**config.mk**
```make
export PLATFORM = sky130hd
export DESIGN_NAME = asr_fifo
export DESIGN_NICKNAME = d
export VERILOG_FILES = /design/src/sv/absret_sqrtcount_slope_defines.svh /design/src/sv/asr_pkg.sv /design/src/sv/asr_fifo.sv
export SDC_FILE = /design/constraint.sdc
export NUM_CORES = 1
export LEC_CHECK = 0
export ABC_CLOCK_PERIOD_IN_PS = 5500
export BUFFER_PORTS_ARGS = -buffer_cell sky130_fd_sc_hd__buf_2
export CAP_MARGIN = 20
export CELL_PAD_IN_SITES_DETAIL_PLACEMENT = 1
export CELL_PAD_IN_SITES_GLOBAL_PLACEMENT = 2
export CORE_AREA = 2 2 132 134
export DETAILED_ROUTE_END_ITERATION = 8
export DIE_AREA = 0 0 134 136
export PLACE_DENSITY = 0.85
export SYNTH_ARGS = -nofsm -noshare
export SYNTH_HDL_FRONTEND = slang
export SYNTH_SLANG_ARGS = --single-unit
export TNS_END_PERCENT = 100
```
**constraint.sdc**
```tcl
create_clock -name clk -period 5.5 [get_ports clk]
set_input_delay 0.275 -clock clk [delete_from_list [all_inputs] [get_ports clk]]
set_output_delay 0.275 -clock clk [all_outputs]
set_load 0.01 [all_outputs]
```
**src/sv/absret_sqrtcount_slope_defines.svh**
```systemverilog
// Assertion macros shared by the slope block.
`ifndef ABSRET_SQRTCOUNT_SLOPE_DEFINES_SVH
`define ABSRET_SQRTCOUNT_SLOPE_DEFINES_SVH
`ifndef ASSERT_OFF
`define ASR_ASSERT(lbl, clk, rst_n, prop, msg) \
	lbl: assert property (@(posedge clk) disable iff (!rst_n) (prop)) else $error(msg);
`define ASR_NEVER(lbl, clk, rst_n, cond, msg) \
	lbl: assert property (@(posedge clk) disable iff (!rst_n) !(cond)) else $error(msg);
`else
`define ASR_ASSERT(lbl, clk, rst_n, prop, msg)
`define ASR_NEVER(lbl, clk, rst_n, cond, msg)
`endif
`endif

```
**src/sv/asr_pkg.sv**
```systemverilog
// ----------------------------------------------------------------------------
// asr_pkg
// Shared types and constants of the abs-return / sqrt-count slope block.
// ----------------------------------------------------------------------------
`timescale 1ns / 1ps
package asr_pkg;
	localparam int SERIES_LEN_MAX = 4096;
	localparam int PC_W = 13;
	localparam logic [31:0] LN2_Q30 = 32'd744261118;

	// Classified bar passed from front to back.
	typedef struct packed {
		logic        pair;
		logic        last;
		logic [31:0] p1;
		logic [31:0] p0;
		logic [15:0] cnt;
	} bar_t;

	localparam int BAR_W = $bits(bar_t);
endpackage

```
**src/sv/asr_fifo.sv**
```systemverilog
// ----------------------------------------------------------------------------
// asr_fifo
// Two-entry queue of classified bars between front and back.
// ----------------------------------------------------------------------------
`timescale 1ns / 1ps
module asr_fifo (
	input  logic          clk,
	input  logic          arst_n,
	input  logic          wr,
	input  asr_pkg::bar_t wdata,
	output logic          full,
	input  logic          rd,
	output asr_pkg::bar_t rdata,
	output logic          empty
);
	asr_pkg::bar_t mem_q [2];
	logic          wp_q;
	logic          rp_q;
	logic [1:0]    cnt_q;

	assign full  = cnt_q == 2'd2;
	assign empty = cnt_q == 2'd0;
	assign rdata = mem_q[rp_q];

	always_ff @(posedge clk) begin
		if (wr) begin
			mem_q[wp_q] <= wdata;
		end
	end

	always_ff @(posedge clk or negedge arst_n) begin
		if (!arst_n) begin
			wp_q  <= 1'b0;
			rp_q  <= 1'b0;
			cnt_q <= 2'd0;
		end else begin
			if (wr) wp_q <= ~wp_q;
			if (rd) rp_q <= ~rp_q;
			cnt_q <= cnt_q + {1'b0, wr} - {1'b0, rd};
		end
	end
endmodule

```
==> impl_metrics.env <==
export IMPL_reg2reg_from="wp_q$_DFFE_PN0P_"
export IMPL_path_clk_slew_ns=0.06
export IMPL_final_setup_skew_ns=0.007810
export IMPL_path_max_fanout=48
export IMPL_nNetsFinal=542
export IMPL_met1_usage_pct=15.57
export IMPL_die_w_um=134
export IMPL_cts_sinks=168
export IMPL_r2r_end="mem_q[0][47]$_DFFE_PP_"
export IMPL_crit_required_ns=5.22
export IMPL_finalMaxSlewViolations=0
export IMPL_antenna_found_initial=2
export IMPL_mostFrequentLayoutCells="buf_2, edfxtp_1, mux2_4"
export IMPL_die_area_mm2=0.01822
export IMPL_hold_viol=0
export IMPL_antenna_left=0
export IMPL_synthTopCellsByArea="edfxtp_1, mux2_4, buf_12"
export IMPL_synthCells=270
export IMPL_layout_commonest_cell="buf_2"
export IMPL_yosysTopAreaCell="edfxtp_1"
export IMPL_wl_per_cell_um=17.25
export IMPL_dpl_hpwl_um=8264
export IMPL_worstSetupPathType="reg2out"
export IMPL_p_leak_uw=0.003258
export IMPL_grt_usage_pct=13.33
export IMPL_grt_pass1_wl_um=18140
export IMPL_chipHeight_um=136
export IMPL_core_area_mm2=0.01688
export IMPL_synth_warnings=0
export IMPL_dr_total_vias=3098
export IMPL_cts_buffers=17
export IMPL_fmax_ghz=0.3494
export IMPL_wirelength_um=11950
export IMPL_start_util_pct=38.30
export IMPL_cts_tree="done"
export IMPL_cts_root_buf="clkbuf_16"
export IMPL_tightest_slew_ns=0.8474
export IMPL_syn_nets=358
export IMPL_grt_overflow_total=0
export IMPL_instances_no_fill=693
export IMPL_hold_path_class="in2reg"
export IMPL_place_congestion=0.6530
export IMPL_grt_pass1_vias=3390
export IMPL_setup_viol=0
export IMPL_num_io_pins=170
export IMPL_cap_violations=0
export IMPL_seqCellArea_mm2=0.005029
export IMPL_cts_setup_buffers=0
export IMPL_fillers=1624
export IMPL_rsz0062_at_grt="no"
export IMPL_ys_types=14
export IMPL_worstSkewPairLatency_ns=0.41
export IMPL_crit_path_end="rdata[70]"
export IMPL_cp_arrival_ns=2.59
export IMPL_synth_top_cell_area_share_pct=76.19
export IMPL_startpoint="rp_q$_DFFE_PN0P_"
export IMPL_period_needed_ns=2.862
export IMPL_post_route_period_util_pct=52.04
export IMPL_top_usage_layer="met2"
export IMPL_syn2layout_area_growth_pct=25.67
export IMPL_ys_seq_area_share_pct=77.74
export IMPL_synth_area_per_cell_um2=23.94
export IMPL_use_met3_pct=4.437
export IMPL_met2_usage_pct=22.74
export IMPL_rows=48
export IMPL_grt_max_degree=83
export IMPL_synth_seq_cells=168
export IMPL_port_buffers=169
export IMPL_viasPerCell=4.470
export IMPL_max_slew_margin_rel_pct=43.51
export IMPL_drt_pass1_iter_count=4
export IMPL_critPathCaptureType="output pin"
export IMPL_setup_tns_ns=0
export IMPL_netlist_area_mm2=0.006464
export IMPL_drc=0
export IMPL_status="complete, no violations"
export IMPL_dp_cells=658
export IMPL_p_per_area_mw_per_mm2=523.4
export IMPL_drive_above_1_share_pct=61.46
export IMPL_worstRegToRegCells=3
export IMPL_cp_start_kind="register"
export IMPL_initialDrtViolationCount=160
export IMPL_vdd_drop_max_uv=311.2
export IMPL_cts_max_path_buffers=2
export IMPL_multiInputGateArea_mm2=0.001285
export IMPL_regToRegSetupSlack_ns=3.51
export IMPL_cts_max_level=4
final cells by class:
| type | count | area share [%] |
|---|---|---|
| Clock buffer | 21 | 5.545 |
| Antenna cell | 1 | 0.03081 |
| Timing Repair Buffer | 174 | 11.31 |
| Clock inverter | 11 | 1.833 |
| Sequential cell | 168 | 61.91 |
| Tap cell | 225 | 3.466 |
| Multi-Input combinational cell | 91 | 15.82 |
| Inverter | 2 | 0.09242 |
worst max-delay path, cell delays in order (launching register included):
cell and delay [ns]:
dfrtp_4 0.98, buf_4 0.66, mux2_4 0.36, buf_2 0.14
flip-flops by register name (all words and copies together) (netlist names):
register,cells
mem_q,164
rp_q,1
wp_q,1
cnt_q,2
timing repair:
item | in CTS | in global routing
resized for setup | 0 | 0
hold buffers | 1 | 0
hold endpoints to repair | 4 | 0
cell families after synthesis:
logic type	count (synthesis)	synth area share [%]
xor+xnor	3	0.6388
fa+ha+maj	2	0.3871
mux	82	18.35
flops	168	77.74
buf+inv	11	2.536
simple gates	4	0.3484
synth_stat cells:
cell type	count
edfxtp_1	164
mux2_4	70
mux2_2	12
buf_12	7
dfrtp_1	4
ha_1	2
inv_1	2
nor2b_1	2
xor2_1	2
and2_1	1
buf_2	1
buf_6	1
nor2_1	1
xor3_1	1
where the power goes:
group / internal (µW) / switching, µW
Sequential: 1700 / 157
Combinational: 657 / 551
Clock: 728 / 457
Total: 3090 / 1170
per-layer routing:
metal	part of all wire [%]	wire length, µm	vias to the layer above
li1	-	-	1437
met1	41	4862	1540
met2	52	6201	103
met3	5.8	690	16
met4	1.6	186	2
met5	0.11	13	-
how the worst min path moves through the flow:
stage | slack [ns] | to | startpoint | cells after the start
6_report | 0.05 | mem_q[1][24]$_DFFE_PP_ | wdata[24] | 1
5_1_grt | 0.03 | mem_q[0][80]$_DFFE_PP_ | wdata[80] | 1
4_1_cts | 0.02 | mem_q[1][24]$_DFFE_PP_ | wdata[24] | 1
3_5_place_dp | 0.09 | cnt_q[0]$_DFF_PN0_ | arst_n | 1
3_3_place_gp | 0.08 | cnt_q[0]$_DFF_PN0_ | arst_n | 1
2_1_floorplan | -0.02 | cnt_q[0]$_DFF_PN0_ | arst_n | 0
metrics by stage:
stage	hold WS [ns]	cell area [µm²]	setup WS [ns]	power, µW	util (%)
2_1_floorplan	-0.02059	6464	0.9294	2780	-
3_3_place_gp	0.08258	7463	3.035	3062	44.22
3_5_place_dp	0.08519	7483	3.026	3115	44.34
4_1_cts	0.02443	8093	2.560	4316	47.95
5_1_grt	0.02586	8120	2.486	4448	48.12
6_report	0.05077	8123	2.638	4251	48.13
(Power assumes the default switching activity.)
