File: config.mk
export PLATFORM = sky130hd
export DESIGN_NAME = asr_front
export DESIGN_NICKNAME = d
export VERILOG_FILES = /design/src/sv/absret_sqrtcount_slope_defines.svh /design/src/sv/asr_pkg.sv /design/src/sv/asr_front.sv
export SDC_FILE = /design/constraint.sdc
export NUM_CORES = 1
export LEC_CHECK = 0
export BUFFER_PORTS_ARGS = -buffer_cell sky130_fd_sc_hd__buf_4
export CORE_MARGIN = 2
export CORE_UTILIZATION = 43
export CTS_BUF_LIST = sky130_fd_sc_hd__clkbuf_4 sky130_fd_sc_hd__clkbuf_8 sky130_fd_sc_hd__clkbuf_16
export DETAILED_ROUTE_END_ITERATION = 12
export PLACE_DENSITY = 0.85
export SLEW_MARGIN = 5
export SYNTH_ARGS = -nofsm -noshare
export SYNTH_HDL_FRONTEND = slang
export SYNTH_SLANG_ARGS = --single-unit
export TNS_END_PERCENT = 20
File: constraint.sdc
create_clock -name clk -period 1.68 [get_ports clk]
set_clock_uncertainty 0.15 [all_clocks]
set_input_delay 0.168 -clock clk [delete_from_list [all_inputs] [get_ports clk]]
set_output_delay 0.168 -clock clk [all_outputs]
set_load 0.05 [all_outputs]
File: src/sv/absret_sqrtcount_slope_defines.svh
// Assertion macros shared by the slope block.
`ifndef ABSRET_SQRTCOUNT_SLOPE_DEFINES_SVH
`define ABSRET_SQRTCOUNT_SLOPE_DEFINES_SVH
`ifndef ASSERT_OFF
`define ASR_ASSERT(lbl, clk, rst_n, prop, msg) \
	lbl: assert property (@(posedge clk) disable iff (!rst_n) (prop)) else $error(msg);
`define ASR_NEVER(lbl, clk, rst_n, cond, msg) \
	lbl: assert property (@(posedge clk) disable iff (!rst_n) !(cond)) else $error(msg);
`else
`define ASR_ASSERT(lbl, clk, rst_n, prop, msg)
`define ASR_NEVER(lbl, clk, rst_n, cond, msg)
`endif
`endif

File: src/sv/asr_pkg.sv
// ----------------------------------------------------------------------------
// asr_pkg
// Shared types and constants of the abs-return / sqrt-count slope block.
// ----------------------------------------------------------------------------
`timescale 1ns / 1ps
package asr_pkg;
	localparam int SERIES_LEN_MAX = 4096;
	localparam int PC_W = 13;
	localparam logic [31:0] LN2_Q30 = 32'd744261118;

	// Classified bar passed from front to back.
	typedef struct packed {
		logic        pair;
		logic        last;
		logic [31:0] p1;
		logic [31:0] p0;
		logic [15:0] cnt;
	} bar_t;

	localparam int BAR_W = $bits(bar_t);
endpackage

File: src/sv/asr_front.sv
// ----------------------------------------------------------------------------
// asr_front
// Accepts bars, tracks the previous price and classifies whether each bar forms a pair.
// ----------------------------------------------------------------------------
`timescale 1ns / 1ps
module asr_front (
	input  logic             clk,
	input  logic             arst_n,
	input  logic             valid,
	output logic             stall,
	input  logic [31:0]      price,
	input  logic             price_valid,
	input  logic [15:0]      trade_count,
	input  logic             count_valid,
	input  logic             last_in_series,
	output logic             q_wr,
	output asr_pkg::bar_t    q_data,
	input  logic             q_full
);
	logic [31:0] prev_price_q;
	logic        prev_ok_q;
	logic        ok_now;
	logic        acc;

	assign stall  = q_full;
	assign acc    = valid && !q_full;
	assign ok_now = price_valid && (price != 32'd0);
	assign q_wr   = acc;

	always_comb begin
		q_data.pair = prev_ok_q && ok_now && count_valid && (trade_count != 16'd0);
		q_data.last = last_in_series;
		q_data.p1   = price;
		q_data.p0   = prev_price_q;
		q_data.cnt  = trade_count;
	end

	// The chain restarts after the last bar of a series.
	always_ff @(posedge clk or negedge arst_n) begin
		if (!arst_n) begin
			prev_price_q <= '0;
			prev_ok_q    <= 1'b0;
		end else if (acc) begin
			prev_price_q <= price;
			prev_ok_q    <= ok_now && !last_in_series;
		end
	end
endmodule

==> results of run 1 <==
==> logic make-up after synthesis <==
group           synth area share [%]
simple gates                    6.51
mux                             25.0
buf+inv                         23.0
flops                           44.8
compound gates                 0.678
==> registers in the layout, indices dropped and copies added, names as in the netlist <==
signal / count
prev_ok_q: 1
prev_price_q: 32
==> per-layer routing <==
metal / track usage (%) / vias up / share of wire, %
met2: 39.5 / 84 / 54
li1: - / 702 / -
met3: 6.40 / 9 / 7.0
met4: 5.66 / 0 / 1.6
met1: 25.0 / 744 / 37
met5: 0 / - / 0
==> Yosys cell counts <==
cell type / n
buf_4: 50
dfrtp_1: 33
mux2_4: 27
nor4_1: 12
mux2_2: 5
buf_6: 4
nand4_1: 3
inv_1: 1
nand2_1: 1
nand2b_4: 1
nand3_1: 1
nor2_1: 1
o21ai_1: 1
o31ai_1: 1
==> worst paths after layout <==
kind	slack [ns]	start	endpoint
setup / recovery	0.06	price[26]	q_data[81]
hold / removal	0.12	price_valid	prev_ok_q$_DFFE_PN0P_
setup reg to reg	0.75	prev_price_q[26]$_DFFE_PN0P_	prev_price_q[26]$_DFFE_PN0P_
hold reg to reg	0.35	prev_ok_q$_DFFE_PN0P_	prev_ok_q$_DFFE_PN0P_
max in group asynchronous	0.86	arst_n	prev_price_q[21]$_DFFE_PN0P_
min in group asynchronous	0.21	arst_n	prev_price_q[5]$_DFFE_PN0P_
==> timing repair <==
item	in CTS	in global routing
pin swaps	1	2
hold buffers	34	0
resized for setup	1	9
endpoints found under the setup margin	1	1
hold endpoints to repair	66	0
cloned	0	0
setup buffers	0	1
==> metrics by stage <==
step	cell area, um^2	setup WS [ns]
2_1_floorplan	1840	0.333
3_3_place_gp	2580	-0.0643
3_5_place_dp	2580	-0.0396
4_1_cts	3010	0.00769
5_1_grt	3080	-0.0119
6_report	3080	0.0608
==> where the power goes <==
part | leakage (nW) | total (mW) | internal [mW] | switching [mW]
logic | 1.15 | 1.40 | 0.530 | 0.869
registers | 0.389 | 0.983 | 0.912 | 0.0715
clock network | 0.0484 | 0.594 | 0.303 | 0.291
==> cell type report <==
| class | count | area [um^2] | share of cell area [%] |
|---|---|---|---|
| Tap cell | 50 | 62.6 | 2.03 |
| Timing Repair Buffer | 179 | 1450 | 47.0 |
| Inverter | 1 | 3.75 | 0.122 |
| Clock inverter | 2 | 10.0 | 0.325 |
| Clock buffer | 6 | 76.3 | 2.48 |
| Sequential cell | 33 | 826 | 26.8 |
| Multi-Input combinational cell | 53 | 653 | 21.2 |
==> critical path, stage by stage <==
cell and delay [ns]:
buf_4 0.13, nor4_4 0.26, buf_4 0.14, nand4_1 0.14
o21ai_2 0.22, nor2_1 0.09, buf_6 0.16
==> metrics.cfg, run 1 <==
[synth]
yosysWarnings=0
synth_area_leaders=dfrtp_1 (45%), mux2_4 (22%), buf_4 (20%)
ys_seq_area_share_pct=44.8
syn_area_per_cell_um2=13.1
ys_ff_latch=33
synth_top_area_share_pct=44.8
synth_nets=196
syn_area_um2=1840
synthDistinctLibCells=14
synth_top_cell_by_area=dfrtp_1
synth_cells=141

[cts]
clock-root-buffer=clkbuf_8
clk_latency_ns=0.29
htree_levels=2
cts_tree=built
clock-sinks=33
clkSlewWorstSetupHoldPaths_ns=0.07
cts_buffers=5
clockBufferDepth=2

[placed_design]
hpwl_um=3600
gp_congestion=0.704
port-buffer-count=138
dp_cells=281

[drt]
antenna_left=0
avgViaCountPerCell=4.75
post_drt_wl_per_cell_um=16.4
dr_total_vias=1539
drt_wl_total_um=5300
drc_errors=0
first_pass_iters=4
first_iter_violations=50

[timing]
final.min_clock_period_ns=1.62
timing.fmax_ghz=0.618
worstMarginPinSlew_ns=0.422
slew_headroom_pct=71.9
finalSetupViolations=0
hold_ws_ns=0.117
tns_ns=0
min_period_over_period_pct=96.4
finalMaxSlewViolations=0
hold_violations=0

[global_route]
grt_pass1_wl_um=8270
antenna_found_initial=0
track_usage_pct=21.8
grt_remaining_overflow=0
grt_max_degree=34
grt_pass1_vias=1662

[die]
num_rows=23
ios=139
coreArea_um2=4060
die_area_um2=4830
start_util_pct=45.5
dieWidth_um=69.5
chipHeight_um=69.5

[final_layout]
fin_cells=324
final_common_cell=buf_4
fillers=284
drive_above_1_share_pct=70.4
n_antenna_cell=0
final_nets=328
layout_common_cells=buf_4 (143), dlygate4sd3_1 (34), dfrtp_1 (33)
area_growth_pct=66.8
finish.utilization_pct=75.8

[power]
p_total_mw=2.98
power.leakage_nw=1.58
vdd_drop_max_uv=561
power_density_nw_per_um2=967

[worst_setup_path]
startpoint_type=input port
rr_worst_depth=1
arrival_ns=1.30
crit_required_ns=1.36
cp-end-kind=primary output
crit_path_max_fanout=3
crit_type=input port to primary output

[worst_hold_path]
hp-class=input port to register
timing.hold.worst_path_depth=4

[job]
max-cap-violations=0

[outcome]
status=complete, no violations

No activity file was read; power rests on OpenSTA's default activity.
==> run 2, diff against run 1 <==
--- a/config.mk
+++ b/config.mk
@@ -5,12 +5,13 @@
 export SDC_FILE = /design/constraint.sdc
 export NUM_CORES = 1
 export LEC_CHECK = 0
-export BUFFER_PORTS_ARGS = -buffer_cell sky130_fd_sc_hd__buf_4
 export CORE_MARGIN = 2
-export CORE_UTILIZATION = 43
+export CORE_UTILIZATION = 55
 export CTS_BUF_LIST = sky130_fd_sc_hd__clkbuf_4 sky130_fd_sc_hd__clkbuf_8 sky130_fd_sc_hd__clkbuf_16
 export DETAILED_ROUTE_END_ITERATION = 12
-export PLACE_DENSITY = 0.85
+export DONT_BUFFER_PORTS = 1
+export GPL_TIMING_DRIVEN = 0
+export PLACE_DENSITY = 0.7
 export SLEW_MARGIN = 5
 export SYNTH_ARGS = -nofsm -noshare
 export SYNTH_HDL_FRONTEND = slang
==> constraint.sdc (replaced) <==
create_clock -name clk -period 1.68 [get_ports clk]
set_clock_uncertainty 0.15 [all_clocks]
set_input_delay 0.336 -clock clk [delete_from_list [all_inputs] [get_ports clk]]
set_output_delay 0.336 -clock clk [all_outputs]
set_load 0.05 [all_outputs]
==> run 2 against run 1 <==
Via count shrank 20%. Largest power group is now registers. Non-clock buffer count shrank 89. Power shrank 15%. Sequential power grew 43%. Clock power shrank 24%. Core utilization shrank 2.6 points. Combinational power shrank 53%. Wire length shrank 13%. Worst setup slack lost 0.018 ns. Maximum frequency shrank 1.1%. Final cell count shrank 29%.
==> metrics.cfg, run 2 (synthesis gave the netlist of run 1 again) <==
[die]
start_util_pct=56.2
ios=139
die_area_um2=3830
dieWidth_um=61.9
chipHeight_um=61.9
coreArea_um2=3280
num_rows=21

[global_route]
grt_pass1_wl_um=6070
antenna_found_initial=0
grt_remaining_overflow=0
track_usage_pct=23.0
grt_max_degree=34
grt_pass1_vias=1300

[worst_setup_path]
cp-end-kind=primary output
slowest_delay_ns=0.26
crit_type=input port to primary output
crit_slowest_cell=nor4_4
crit_buf_inv=0
crit_chain=nor4_4, nand4_1, o21ai_2, nor2_4
crit_required_ns=1.19
startpoint_type=input port
arrival_ns=1.15
path_delay_family=simple AND/OR/NAND/NOR gates
crit_path_max_fanout=3

[cts]
clk_latency_ns=0.33
clock-sinks=33
cts_buffers=5
clockBufferDepth=2
clkSlewWorstSetupHoldPaths_ns=0.10
cts_tree=built
htree_levels=2
clock-root-buffer=clkbuf_4

[outcome]
status=complete, no violations

[power]
power.leakage_nw=1.15
switchingPower_mw=1.13
clkPwrFrac_pct=17.8
p_int_mw=1.39
p_comb_share_pct=26.3
p_total_mw=2.52
vdd_drop_max_uv=701
power_density_nw_per_um2=1050
p_seq_share_pct=55.9
swShare_pct=44.9

[drt]
first_iter_violations=33
drc_errors=0
first_pass_iters=4
avgViaCountPerCell=5.34
post_drt_wl_per_cell_um=20.0
drt_wl_total_um=4620
dr_total_vias=1233
antenna_left=0

[timing]
hold_ws_ns=0.124
tns_ns=0
final.min_clock_period_ns=1.64
finalMaxSlewViolations=0
slew_headroom_pct=66.0
worstMarginPinSlew_ns=0.511
min_period_over_period_pct=97.5
fin_ws_ns=0.0424
timing.fmax_ghz=0.611
finalSetupViolations=0
hold_violations=0

[final_layout]
largest_reg_flops=32
area_growth_pct=30.5
fillers=215
stdcell_area_um2=2410
top_register=prev_price_q
n_antenna_cell=0
drive_above_1_share_pct=57.3
layout_common_cells=buf_4 (51), dlygate4sd3_1 (34), dfrtp_1 (33)
reg_top3=prev_price_q: 32 flops, prev_ok_q: 1 flops
final_nets=239
final_common_cell=buf_4

[placed_design]
hpwl_um=3010
place_ws_ns=-0.215
place_area_um2=1900
port-buffer-count=0
gp_congestion=0.857

[job]
max-cap-violations=0

[worst_hold_path]
hp-class=input port to register

## run 2: per-stage QoR
stage / cells / utilization (%)
4_1_cts: 229 / 71.4
3_5_place_dp: 187 / 57.9
6_report: 231 / 73.3
5_1_grt: 231 / 73.3
3_3_place_gp: 187 / 57.9
2_1_floorplan: 141 / -
## run 2: worst paths after layout
path / cells past startpoint / from / endpoint / slack [ns]
max in group asynchronous: 2 / arst_n / prev_price_q[23]$_DFFE_PN0P_ / 0.91
min in group asynchronous: 2 / arst_n / prev_price_q[10]$_DFFE_PN0P_ / 0.29
hold / removal: 3 / price_valid / prev_ok_q$_DFFE_PN0P_ / 0.12
setup reg to reg: 1 / prev_price_q[13]$_DFFE_PN0P_ / prev_price_q[13]$_DFFE_PN0P_ / 0.48
hold reg to reg: 2 / prev_ok_q$_DFFE_PN0P_ / prev_ok_q$_DFFE_PN0P_ / 0.35
setup / recovery: 4 / price[18] / q_data[81] / 0.04
## run 2: power by group through the flow
stage | registers [mW] | logic (mW) | clock network (mW)
after floorplan | 1.39 | 0.535 | 0
after CTS | 1.41 | 0.653 | 0.453
after detailed placement | 1.42 | 0.563 | 0
after global placement | 1.41 | 0.555 | 0
final | 1.41 | 0.661 | 0.449
after global routing | 1.42 | 0.690 | 0.508
## run 2: repair_timing
action,in CTS,in global routing
buffers inserted,1,0
hold buffers,33,2
resized for setup,7,6
pin swaps,3,3
endpoints found under the setup margin,1,1
hold endpoints to repair,64,2
## run 2: metal layers
metal  GRT usage (%)  wire, um  share of wire (%)  up-vias
li1                -         -                  -      525
met1            24.4      1630                 35      606
met2            38.8      2390                 52       92
met3            12.6       524                 11       10
met4            7.60        76                1.6        0
met5               0         0                  0        -
## run 2: cell type report
type                            count  area [um^2]  share of cell area (%)
Buffer                             54          420                    17.5
Sequential cell                    33          826                    34.3
Inverter                            1         3.75                   0.156
Clock buffer                        6         45.0                    1.87
Timing Repair Buffer               36          368                    15.3
Clock inverter                      2         10.0                   0.416
Tap cell                           46         57.6                    2.39
Multi-Input combinational cell     53          676                    28.1
